`src/rtl/ljd_pkg.sv`:
```
`timescale 1ns / 1ps

package ljd_pkg;

    localparam int TIME_W  = 32;
    localparam int RATE_W  = 7;
    localparam int UNITS_W = 7;
    localparam int SEL_W   = 4;
    localparam int ACT_W   = 5;
    localparam int PROD_W  = RATE_W + UNITS_W;

    localparam logic [RATE_W-1:0] RATE_MIN   = RATE_W'(1);
    localparam logic [RATE_W-1:0] RATE_MAX   = RATE_W'(100);
    localparam logic [RATE_W-1:0] RATE_RESET = RATE_W'(1);
    localparam logic [TIME_W-1:0] TIME_MAX   = '1;

    typedef enum logic
    {
        OP_SET_RATE = 1'b0,
        OP_DISPATCH = 1'b1
    } op_t;

    typedef struct packed
    {
        logic [0:0]         operation;
        logic [SEL_W-1:0]   server_select;
        logic [RATE_W-1:0]  unit_rate;
        logic [UNITS_W-1:0] job_units;
    } in_item_t;

    typedef struct packed
    {
        logic [SEL_W-1:0]  chosen_server;
        logic [TIME_W-1:0] finish_time;
        logic [TIME_W-1:0] makespan;
    } out_item_t;

    typedef enum logic [2:0]
    {
        ST_CLEAR,
        ST_IDLE,
        ST_SCAN,
        ST_DRAIN,
        ST_RATE,
        ST_MUL,
        ST_ADD,
        ST_PUSH
    } state_t;

endpackage

```
`src/rtl/least_loaded_job_dispatcher.sv`:
```
`timescale 1ns / 1ps

// Greedy job dispatcher for MAX_SERVERS servers of differing speed. A set-rate item
// (rates 1..100, others dropped) is taken in the idle state and gives no result. A dispatch
// item scans the first active_servers servers, with active_servers clamped to
// 1..MAX_SERVERS, then steps through drain, rate, multiply, add and push to a result
// in the output register; only then does the block return to idle for the next item.
// The free-time memory is read one server per cycle during the minimum search (lowest
// index wins ties), then the chosen server's rate is read, the job size is multiplied
// by it, and the sum is saturated, written back and folded into the makespan. The
// output register lets the next item be accepted while a result waits; a second
// dispatch then holds in its last step until that result is taken. After reset a
// clearing pass over all MAX_SERVERS entries sets every rate to 1 and every free
// time to 0; no item is accepted during it, while configuration writes are always
// taken.
module least_loaded_job_dispatcher #(
    parameter int MAX_SERVERS = 16
) (
    input  logic               clk,
    input  logic               rst_n,
    input  logic               in_valid,
    output logic               in_ready,
    input  ljd_pkg::in_item_t  in_data,
    output logic               out_valid,
    input  logic               out_ready,
    output ljd_pkg::out_item_t out_data,
    input  logic               cfg_valid,
    output logic               cfg_ready,
    input  logic [4:0]         cfg_data
);

    import ljd_pkg::*;

    localparam int IDX_W = (MAX_SERVERS > 1) ? $clog2(MAX_SERVERS) : 1;
    localparam logic [IDX_W-1:0] LAST_SERVER = IDX_W'(MAX_SERVERS - 1);

    // per-server stores
    logic [RATE_W-1:0] rate_mem [MAX_SERVERS];
    logic [TIME_W-1:0] free_mem [MAX_SERVERS];

    state_t             state_reg, state_next;
    logic [ACT_W-1:0]   active_reg;
    logic [IDX_W-1:0]   clr_idx_reg;
    logic [IDX_W-1:0]   scan_idx_reg;
    logic [IDX_W-1:0]   last_idx_reg;
    logic               cmp_vld_reg;
    logic [IDX_W-1:0]   cmp_idx_reg;
    logic [TIME_W-1:0]  free_rd_reg;
    logic [RATE_W-1:0]  rate_rd_reg;
    logic [IDX_W-1:0]   best_idx_reg, best_idx_next;
    logic [TIME_W-1:0]  best_time_reg, best_time_next;
    logic [UNITS_W-1:0] units_reg;
    logic [PROD_W-1:0]  prod_reg;
    logic [TIME_W-1:0]  finish_reg;
    logic [TIME_W-1:0]  makespan_reg, makespan_next;
    logic               out_valid_reg;
    out_item_t          out_data_reg;

    logic               in_accept;
    logic               push;
    logic               rate_we;
    logic [IDX_W-1:0]   rate_waddr;
    logic [RATE_W-1:0]  rate_wdata;
    logic               free_we;
    logic [IDX_W-1:0]   free_waddr;
    logic [TIME_W-1:0]  free_wdata;
    logic [31:0]        sel_ext;
    logic [31:0]        best_ext;
    logic [31:0]        act_eff;
    logic               rate_ok;
    logic [TIME_W:0]    sum;
    logic [TIME_W-1:0]  finish;

    assign cfg_ready = 1'b1;
    assign in_accept = in_valid && in_ready;
    assign out_valid = out_valid_reg;
    assign out_data  = out_data_reg;

    assign sel_ext  = 32'(in_data.server_select);
    assign best_ext = 32'(best_idx_reg);
    assign rate_ok  = (in_data.unit_rate >= RATE_MIN) && (in_data.unit_rate <= RATE_MAX)
                      && (sel_ext < 32'(MAX_SERVERS));

    // active count clamped to 1..MAX_SERVERS
    always_comb
    begin
        act_eff = 32'(active_reg);
        if (act_eff == 32'd0)
            act_eff = 32'd1;
        if (act_eff > 32'(MAX_SERVERS))
            act_eff = 32'(MAX_SERVERS);
    end

    // running minimum, fed one entry per cycle from the free-time memory
    always_comb
    begin
        best_idx_next  = best_idx_reg;
        best_time_next = best_time_reg;
        if (cmp_vld_reg && ((cmp_idx_reg == '0) || (free_rd_reg < best_time_reg)))
        begin
            best_idx_next  = cmp_idx_reg;
            best_time_next = free_rd_reg;
        end
    end

    assign sum    = {1'b0, best_time_reg} + (TIME_W + 1)'(prod_reg);
    assign finish = sum[TIME_W] ? TIME_MAX : sum[TIME_W-1:0];
    assign makespan_next = (finish > makespan_reg) ? finish : makespan_reg;

    // next state
    always_comb
    begin
        state_next = state_reg;
        unique case (state_reg)
            ST_CLEAR:
            begin
                if (clr_idx_reg == LAST_SERVER)
                    state_next = ST_IDLE;
            end
            ST_IDLE:
            begin
                if (in_accept && (op_t'(in_data.operation) == OP_DISPATCH))
                    state_next = ST_SCAN;
            end
            ST_SCAN:
            begin
                if (scan_idx_reg == last_idx_reg)
                    state_next = ST_DRAIN;
            end
            ST_DRAIN: state_next = ST_RATE;
            ST_RATE:  state_next = ST_MUL;
            ST_MUL:   state_next = ST_ADD;
            ST_ADD:   state_next = ST_PUSH;
            ST_PUSH:
            begin
                if (!out_valid_reg || out_ready)
                    state_next = ST_IDLE;
            end
            default:  state_next = ST_IDLE;
        endcase
    end

    // outputs of the sequencer
    always_comb
    begin
        in_ready   = 1'b0;
        push       = 1'b0;
        rate_we    = 1'b0;
        rate_waddr = sel_ext[IDX_W-1:0];
        rate_wdata = in_data.unit_rate;
        free_we    = 1'b0;
        free_waddr = best_idx_reg;
        free_wdata = finish;
        unique case (state_reg)
            ST_CLEAR:
            begin
                rate_we    = 1'b1;
                rate_waddr = clr_idx_reg;
                rate_wdata = RATE_RESET;
                free_we    = 1'b1;
                free_waddr = clr_idx_reg;
                free_wdata = '0;
            end
            ST_IDLE:
            begin
                in_ready = 1'b1;
                rate_we  = in_valid && (op_t'(in_data.operation) == OP_SET_RATE) && rate_ok;
            end
            ST_ADD:
            begin
                free_we = 1'b1;
            end
            ST_PUSH:
            begin
                push = !out_valid_reg || out_ready;
            end
            default:
            begin
            end
        endcase
    end

    // memories
    always_ff @(posedge clk)
    begin
        if (rate_we)
            rate_mem[rate_waddr] <= rate_wdata;
        rate_rd_reg <= rate_mem[best_idx_reg];
    end

    always_ff @(posedge clk)
    begin
        if (free_we)
            free_mem[free_waddr] <= free_wdata;
        free_rd_reg <= free_mem[scan_idx_reg];
    end

    // control
    always_ff @(posedge clk or negedge rst_n)
    begin
        if (!rst_n)
        begin
            state_reg     <= ST_CLEAR;
            active_reg    <= ACT_W'(1);
            clr_idx_reg   <= '0;
            cmp_vld_reg   <= 1'b0;
            makespan_reg  <= '0;
            out_valid_reg <= 1'b0;
        end
        else
        begin
            state_reg   <= state_next;
            cmp_vld_reg <= (state_reg == ST_SCAN);
            if (cfg_valid && cfg_ready)
                active_reg <= cfg_data;
            if (state_reg == ST_CLEAR)
                clr_idx_reg <= clr_idx_reg + IDX_W'(1);
            if (state_reg == ST_ADD)
                makespan_reg <= makespan_next;
            if (push)
                out_valid_reg <= 1'b1;
            else if (out_ready)
                out_valid_reg <= 1'b0;
        end
    end

    // datapath
    always_ff @(posedge clk)
    begin
        cmp_idx_reg   <= scan_idx_reg;
        best_idx_reg  <= best_idx_next;
        best_time_reg <= best_time_next;
        if (in_accept)
        begin
            scan_idx_reg <= '0;
            last_idx_reg <= IDX_W'(act_eff - 32'd1);
            units_reg    <= in_data.job_units;
        end
        else if (state_reg == ST_SCAN && scan_idx_reg != last_idx_reg)
        begin
            scan_idx_reg <= scan_idx_reg + IDX_W'(1);
        end
        if (state_reg == ST_MUL)
            prod_reg <= PROD_W'(units_reg) * PROD_W'(rate_rd_reg);
        if (state_reg == ST_ADD)
            finish_reg <= finish;
        if (push)
        begin
            out_data_reg.chosen_server <= best_ext[SEL_W-1:0];
            out_data_reg.finish_time   <= finish_reg;
            out_data_reg.makespan      <= makespan_reg;
        end
    end

    a_result_from_push: assert property (@(posedge clk) disable iff (!rst_n)
        $rose(out_valid_reg) |-> $past(state_reg == ST_PUSH))
        else $error("result appeared outside the push step");

    a_makespan_monotonic: assert property (@(posedge clk) disable iff (!rst_n)
        1'b1 |=> makespan_reg >= $past(makespan_reg))
        else $error("makespan decreased");

    a_finish_within_makespan: assert property (@(posedge clk) disable iff (!rst_n)
        out_valid_reg |-> out_data_reg.finish_time <= out_data_reg.makespan)
        else $error("reported finish time above makespan");

    a_scan_in_range: assert property (@(posedge clk) disable iff (!rst_n)
        (state_reg == ST_SCAN) |-> scan_idx_reg <= last_idx_reg)
        else $error("scan index past the last active server");

    a_scan_feeds_compare: assert property (@(posedge clk) disable iff (!rst_n)
        (state_reg == ST_DRAIN) |-> cmp_vld_reg && (cmp_idx_reg == last_idx_reg))
        else $error("last server not compared before rate read");

endmodule

```
`config.mk`:
```
export PLATFORM = sky130hd
export DESIGN_NAME = least_loaded_job_dispatcher
export DESIGN_NICKNAME = d
export VERILOG_FILES = /design/src/rtl/ljd_pkg.sv /design/src/rtl/least_loaded_job_dispatcher.sv
export SDC_FILE = /design/constraint.sdc
export NUM_CORES = 1
export LEC_CHECK = 0
export BUFFER_PORTS_ARGS = -buffer_cell sky130_fd_sc_hd__buf_2
export CORE_MARGIN = 1.5
export CORE_UTILIZATION = 69
export CTS_BUF_LIST = sky130_fd_sc_hd__clkbuf_4
export CTS_CLUSTER_SIZE = 14
export DETAILED_ROUTE_END_ITERATION = 10
export PLACE_DENSITY_LB_ADDON = 0.15
export SYNTH_ARGS = -nofsm -noshare
export SYNTH_HDL_FRONTEND = slang
export SYNTH_SLANG_ARGS = --single-unit
export TNS_END_PERCENT = 50
```
`constraint.sdc`:
```
create_clock -name clk -period 10.25 [get_ports clk]
set_clock_uncertainty 0.1 [all_clocks]
set_input_delay 1.025 -clock clk [delete_from_list [all_inputs] [get_ports clk]]
set_output_delay 1.025 -clock clk [all_outputs]
set_load 0.02 [all_outputs]
```
==> flow_metrics.py, run 1 <==
metrics = {
    "critical_path": {
        "critical_path.startpoint_type": "flop",
        "path_max_fanout": 41,
        "critPathTopFamily": "compound AO/OA/AOI/OAI gates",
        "crit_path_cell_trace": "ha_1 > fa_1 > a21o_1 > a221oi_2 > a21oi_2 > a31oi_4 > nor2_4 > nand3_2 > buf_4 > a31oi_1 > ha_1 > and3_1 > and3_1 > nand2_1 > a21oi_1 > o21bai_1 > a31oi_4 > mux2_2",
        "path_depth": 18,
        "worstPathRequired_ns": 11.02,
        "r2r_cells": 18,
        "cp.arrival_ns": 6.50,
        "crit_slowest_cell": "a31oi_4",
        "end_kind": "flop",
        "crit_buf_inv": 1,
        "crit_path_max_incr_delay_ns": 0.97,
        "worstSetupPathType": "reg -> reg",
    },
    "yosys": {
        "ys_ff_latch": 878,
        "synth_cell_types": 64,
        "netlist.area_leader.share_pct": 65.6,
        "seq_area_frac_synth_pct": 71.5,
        "synth_ff_type": "edfxtp_1",
        "synth_edf_count": 785,
        "syn_area_per_cell_um2": 18.8,
        "syn-cell-area_um2": 35900,
        "syn_nets": 2072,
        "synth_area_leaders": "edfxtp_1 66%, mux4_2 12%, ha_1 3.9%",
        "synth_top_cell_by_area": "edfxtp_1",
        "synthArstFlopShare_pct": 5.24,
        "synth_warnings": 0,
        "netlist_instances": 1906,
    },
    "timing": {
        "min_period_ns": 5.73,
        "fmax_mhz": 174,
        "hold_violations": 0,
        "post-route-period-util_pct": 55.9,
        "rsz0062_at_grt": "no",
        "setup_viol": 0,
        "report.final.slew_viol_count": 0,
        "tns_ns": 0,
        "tightest_slew_ns": 1.36,
        "maxSlewHeadroom_pct": 9.23,
    },
    "worst_hold_path": {
        "hold_path.class": "in -> reg",
        "hold_depth": 1,
    },
    "drt": {
        "drt_iter0_drc": 1917,
        "vias_per_cell": 6.29,
        "drc": 0,
        "routedWlPerCell_um": 25.3,
        "dr.pass1.iters": 5,
        "routed_wl_um": 77200,
        "ant_nets": 0,
        "dr_total_vias": 19200,
    },
    "die": {
        "start_util_pct": 69.9,
        "die_x_um": 231,
        "fp.dieH_um": 231,
        "rows": 83,
        "dieArea_um2": 53400,
        "core-area_um2": 51400,
        "ioPinCount": 100,
    },
    "pwr": {
        "max-vdd-ir-drop_v": 0.000197,
        "pwr_density_cell_nw_per_um2": 314,
        "leakage_nw": 14.4,
    },
    "run_status": {
        "status": "complete, no violations",
    },
    "grt": {
        "grtUsageTotal_pct": 30.2,
        "gr-total-overflow": 0,
        "grt_pass1_wl_um": 117000,
        "grt_pass1_vias": 20100,
        "antenna_found_initial": 2,
        "grt_max_degree": 69,
    },
    "clock_network": {
        "clock_latency_ns": 1.07,
        "cts_setup_buffers": 0,
        "cts_inserted_buffers": 203,
        "clockRootBuffer": "clkbuf_4",
        "clockBufferDepth": 3,
        "cts_tree": "done",
        "ctsResizeCount": 0,
        "cts_sinks": 878,
        "path_clk_slew_ns": 0.07,
        "htree_levels": 4,
    },
    "placement": {
        "post-place-cells": 2652,
        "post-dp-hpwl_um": 45900,
        "portBuffers": 98,
        "globalplace.congestion": 0.875,
    },
    "finish": {
        "mostFrequentLayoutCells": "785 x edfxtp_1, 310 x clkbuf_4, 195 x mux4_2",
        "fin_cells": 3048,
        "drive_gt1_share_pct": 31.0,
        "area_delta_synth_final_pct": 12.0,
        "largest_reg_flops": 512,
        "fin_util_pct": 78.2,
        "fillerInstances": 2774,
        "seqCellArea_um2": 25700,
        "multi_input_area_um2": 9700,
        "layout_commonest_cell": "edfxtp_1",
        "nNetsFinal": 2350,
    },
    "flow_run": {
        "drv_cap": 0,
    },
}
## cells in the mapped netlist (3+ instances only)
| cell | number |
|---|---|
| edfxtp_1 | 785 |
| mux4_2 | 195 |
| ha_1 | 112 |
| inv_1 | 105 |
| nand2_1 | 82 |
| a21oi_1 | 64 |
| nor2_1 | 61 |
| dfxtp_1 | 47 |
| dfrtp_1 | 45 |
| clkbuf_1 | 42 |
| and2_1 | 38 |
| mux2_2 | 34 |
| fa_1 | 25 |
| a21o_1 | 24 |
| xnor2_1 | 22 |
| o21ai_0 | 18 |
| a31oi_1 | 17 |
| nand3_1 | 17 |
| nor3_1 | 17 |
| xor2_1 | 17 |
| buf_2 | 15 |
| and3_1 | 14 |
| nand2b_1 | 10 |
| nand4_1 | 10 |
| buf_1 | 7 |
| nor2b_1 | 7 |
| o21bai_1 | 7 |
| o21a_1 | 6 |
| mux2i_1 | 5 |
| or3_1 | 5 |
| nor3b_1 | 4 |
| o21ai_1 | 4 |
| mux2_1 | 3 |
| o31ai_1 | 3 |
## cell families after synthesis
group	count (synthesis)	synth area share [%]
xor gates and xnor gates	39	0.951
buffers and inverters	175	1.94
AOI/OAI and AO/OA	164	2.94
muxes	237	13.5
DFF	878	71.5
other	1	0.0104
and+or+nand+nor	275	3.85
adders and majority gates	137	5.30
## per-stage QoR
| step | cell area [um2] | total power, mW | setup WS (ns) | hold WS [ns] |
|---|---|---|---|---|
| 2_1_floorplan | 35900 | 8.45 | 5.57 | 0.229 |
| 3_3_place_gp | 37400 | 9.65 | 4.76 | 0.302 |
| 3_5_place_dp | 37400 | 9.84 | 4.64 | 0.306 |
| 4_1_cts | 40200 | 12.7 | 4.56 | 0.000300 |
| 5_1_grt | 40200 | 13.3 | 4.24 | 0.0497 |
| 6_report | 40200 | 12.6 | 4.52 | 0.0974 |
## timing repair
action                                 CTS  global route
hold buffers                             7             0
setup endpoints to repair                0             0
endpoints found under the hold margin   29             0
## per-layer routing
| metal | wire length [um] | part of all wire (%) | global-route usage (%) |
|---|---|---|---|
| met4 | 1950 | 2.5 | 12.9 |
| met1 | 29400 | 38 | 41.2 |
| met3 | 7450 | 9.7 | 6.61 |
| met5 | 0 | 0 | 0 |
| met2 | 38400 | 50 | 48.2 |
## worst reg2reg max path: cells and delay by family, from the launching register on
kind / cells / cell delay [ns]
AOI/OAI and AO/OA: 8 / 2.48
muxes: 1 / 0.45
and+or+nand+nor: 5 / 0.68
DFF: 1 / 0.41
buffers and inverters: 1 / 0.42
adders and majority gates: 3 / 1.04
## cell type report
| type | count | share of cell area (%) |
|---|---|---|
| flip-flops and latches | 878 | 63.9 |
| multi-input cells | 853 | 24.1 |
| clock buffers | 310 | 5.79 |
| well taps | 680 | 2.12 |
| repair buffers | 141 | 2.07 |
| clock inverters | 75 | 1.04 |
| inverters | 107 | 0.999 |
| diodes | 4 | 0.0249 |
## where the power goes
part	internal (mW)	leakage (nW)	switching [mW]	total, mW
logic	1.66	4.67	2.58	4.24
registers	5.18	8.07	0.389	5.57
clock network	1.47	1.62	1.35	2.82
## worst paths after layout
kind | start | to | slack, ns
worst max-delay path | best_time_reg[0] | makespan_reg[11] | 4.52
worst max register to register | best_time_reg[0] | makespan_reg[11] | 4.52
min in group asynchronous | rst_n | active_reg[1] | 0.56
worst min-delay path | in_data[4] | units_reg[4] | 0.1
worst min register to register | free_rd_reg[5] | best_time_reg[5] | 0.31
max in group asynchronous | rst_n | makespan_reg[11] | 8.94
Power figures use the tool's default switching activity.
==> run 2: changes to the inputs <==
CORE_UTILIZATION = 58   (was 69)
clock period = 4.91 ns   (was 10.25 ns; I/O delays follow)
==> run 2 against run 1 <==
- wire length grew 1.8%
- largest power group unchanged
- cell area grew 2.7%
- non-clock buffer count grew 56
- register-to-register slack lost 4.4 ns
- fmax grew 20%
- sequential power grew 110%
- clock power grew 120%
- combinational power grew 110%
==> flow_metrics.py, run 2 (same netlist as run 1, synthesis figures left out) <==
metrics = {
    "run_status": {
        "status": "complete, no violations",
    },
    "clock_network": {
        "cts_tree": "done",
        "cts_inserted_buffers": 213,
        "cts_sinks": 878,
        "clockRootBuffer": "clkbuf_4",
        "clock_latency_ns": 1.06,
        "clockBufferDepth": 3,
        "path_clk_slew_ns": 0.07,
        "htree_levels": 4,
    },
    "placement": {
        "portBuffers": 98,
        "globalplace.congestion": 0.845,
        "placed_cell_area_um2": 37800,
        "post-dp-hpwl_um": 46400,
        "place_ws_ns": -0.0473,
    },
    "critical_path": {
        "r2r_cells": 20,
        "cp-endpoint": "makespan_reg[5]",
        "end_kind": "flop",
        "r2r_start": "best_time_reg[0]",
        "cp.arrival_ns": 5.55,
        "r2r_end": "makespan_reg[5]",
        "r2r_setup_slack_ns": 0.15,
        "worstPathRequired_ns": 5.70,
        "critical_path.startpoint_type": "flop",
        "crit_start": "best_time_reg[0]",
        "path_max_fanout": 8,
        "worstSetupPathType": "reg -> reg",
    },
    "pwr": {
        "leakage_nw": 14.8,
        "switchingPower_mw": 9.06,
        "power_frac_clock_pct": 23.0,
        "power_frac_seq_pct": 43.2,
        "sw_frac_of_total_pct": 33.7,
        "fin_total_pwr_mw": 26.9,
        "max-vdd-ir-drop_v": 0.000349,
        "p_int_mw": 17.8,
        "pwr_density_cell_nw_per_um2": 651,
        "p_comb_share_pct": 33.9,
    },
    "die": {
        "die_x_um": 252,
        "core-area_um2": 61500,
        "fp.dieH_um": 252,
        "ioPinCount": 100,
        "rows": 91,
        "dieArea_um2": 63400,
        "start_util_pct": 58.4,
    },
    "timing": {
        "hold_violations": 0,
        "post-route-period-util_pct": 96.9,
        "fmax_mhz": 210,
        "tightest_slew_ns": 1.38,
        "setup_viol": 0,
        "min_period_ns": 4.76,
        "report.final.slew_viol_count": 0,
        "maxSlewHeadroom_pct": 8.21,
        "hold_slack_ns": 0.151,
        "setup_slack_ns": 0.151,
    },
    "drt": {
        "drc": 0,
        "dr.pass1.iters": 6,
        "vias_per_cell": 5.87,
        "routed_wl_um": 78500,
        "dr_total_vias": 18900,
        "ant_nets": 0,
        "routedWlPerCell_um": 24.3,
        "drt_iter0_drc": 1588,
    },
    "finish": {
        "mostFrequentLayoutCells": "785 x edfxtp_1, 349 x clkbuf_4, 195 x mux4_2",
        "drive_gt1_share_pct": 33.2,
        "largest_reg_flops": 512,
        "area_delta_synth_final_pct": 15.0,
        "finalInstanceArea_um2": 41300,
        "nNetsFinal": 2416,
        "layout_commonest_cell": "edfxtp_1",
    },
    "grt": {
        "grt_pass1_wl_um": 117000,
        "grtUsageTotal_pct": 25.4,
        "antenna_found_initial": 4,
        "gr-total-overflow": 0,
        "grt_pass1_vias": 19600,
        "grt_max_degree": 93,
    },
    "flow_run": {
        "drv_cap": 0,
    },
    "worst_hold_path": {
        "hold_path.class": "in -> reg",
    },
}
[run 2: cell count changes in the layout (fill, tap and decap cells not counted), moves of 3 or more]
cell	previous run	this run
buf_12	0	12
buf_4	36	44
clkbuf_16	0	3
clkbuf_4	310	349
clkinv_1	55	33
clkinv_2	8	3
clkinv_4	5	2
clkinvlp_4	1	4
dlygate4sd3_1	7	37
[run 2: area by class of cell]
class / instances / area (um2)
Tap cell: 790 / 988
Timing Repair Buffer: 197 / 1540
Inverter: 107 / 402
Antenna cell: 3 / 7.51
Multi-Input combinational cell: 853 / 9800
Sequential cell: 878 / 25700
Fill cell: 4139 / 20200
Clock inverter: 48 / 282
Clock buffer: 349 / 2620
[run 2: critical path: stages (launching register included)]
cell	delay (ns)
edfxtp_1	0.40
ha_2	0.23
fa_2	0.37
a21o_1	0.22
a221oi_4	0.31
a21oi_4	0.13
a31oi_4	0.25
buf_6	0.14
nor3_2	0.06
and3_1	0.21
nor2_1	0.12
a31oi_2	0.07
ha_1	0.31
and3_4	0.19
and3_4	0.22
nand2_2	0.09
a21oi_2	0.14
o21bai_1	0.11
a31oi_4	0.35
clkbuf_16	0.24
mux2_2	0.33
[run 2: power groups by stage]
stage                     Combinational, mW  Clock [mW]  Sequential (mW)
after floorplan                        6.22           0             11.4
after global placement                 8.60           0             11.7
after detailed placement               8.82           0             11.8
after CTS                              8.94        6.34             11.6
after global routing                   10.0        6.69             11.7
final                                  9.11        6.17             11.6
[run 2: worst min path at each step]
stage | startpoint | to | cells past startpoint
2_1_floorplan | rst_n | active_reg[1] | 0
3_3_place_gp | finish_reg[19] | out_data[51] | 0
3_5_place_dp | finish_reg[17] | out_data[49] | 0
4_1_cts | in_data[4] | units_reg[4] | 2
5_1_grt | in_data[4] | units_reg[4] | 2
6_report | in_data[4] | units_reg[4] | 2
[run 2: metal layers]
layer  up-vias  global-route usage, %  wire length [um]
met5         -                      0                 0
met4         0                   10.4              2340
met3       133                   6.43              6160
met2       761                   39.5             37900
met1      9650                   34.9             32200
li1       8375                      -                 -
[run 2: timing repair]
item | 4_1_cts | 5_1_grt
gates resized for setup | 3 | 20
setup endpoints to repair | 30 | 32
gates cloned | 0 | 4
pin swaps | 0 | 9
buffers inserted | 0 | 5
hold buffers | 37 | 0
endpoints found under the hold margin | 198 | 0
[run 2: per-stage QoR]
stage / cells / util, % / TNS, ns
4_1_cts: 3212 / 66.8 / 0
5_1_grt: 3224 / 67.2 / -0.0697
3_5_place_dp: 2778 / 61.5 / -0.961
3_3_place_gp: 2778 / 61.5 / 0
2_1_floorplan: 1906 / - / 0
6_report: 3225 / 67.2 / 0
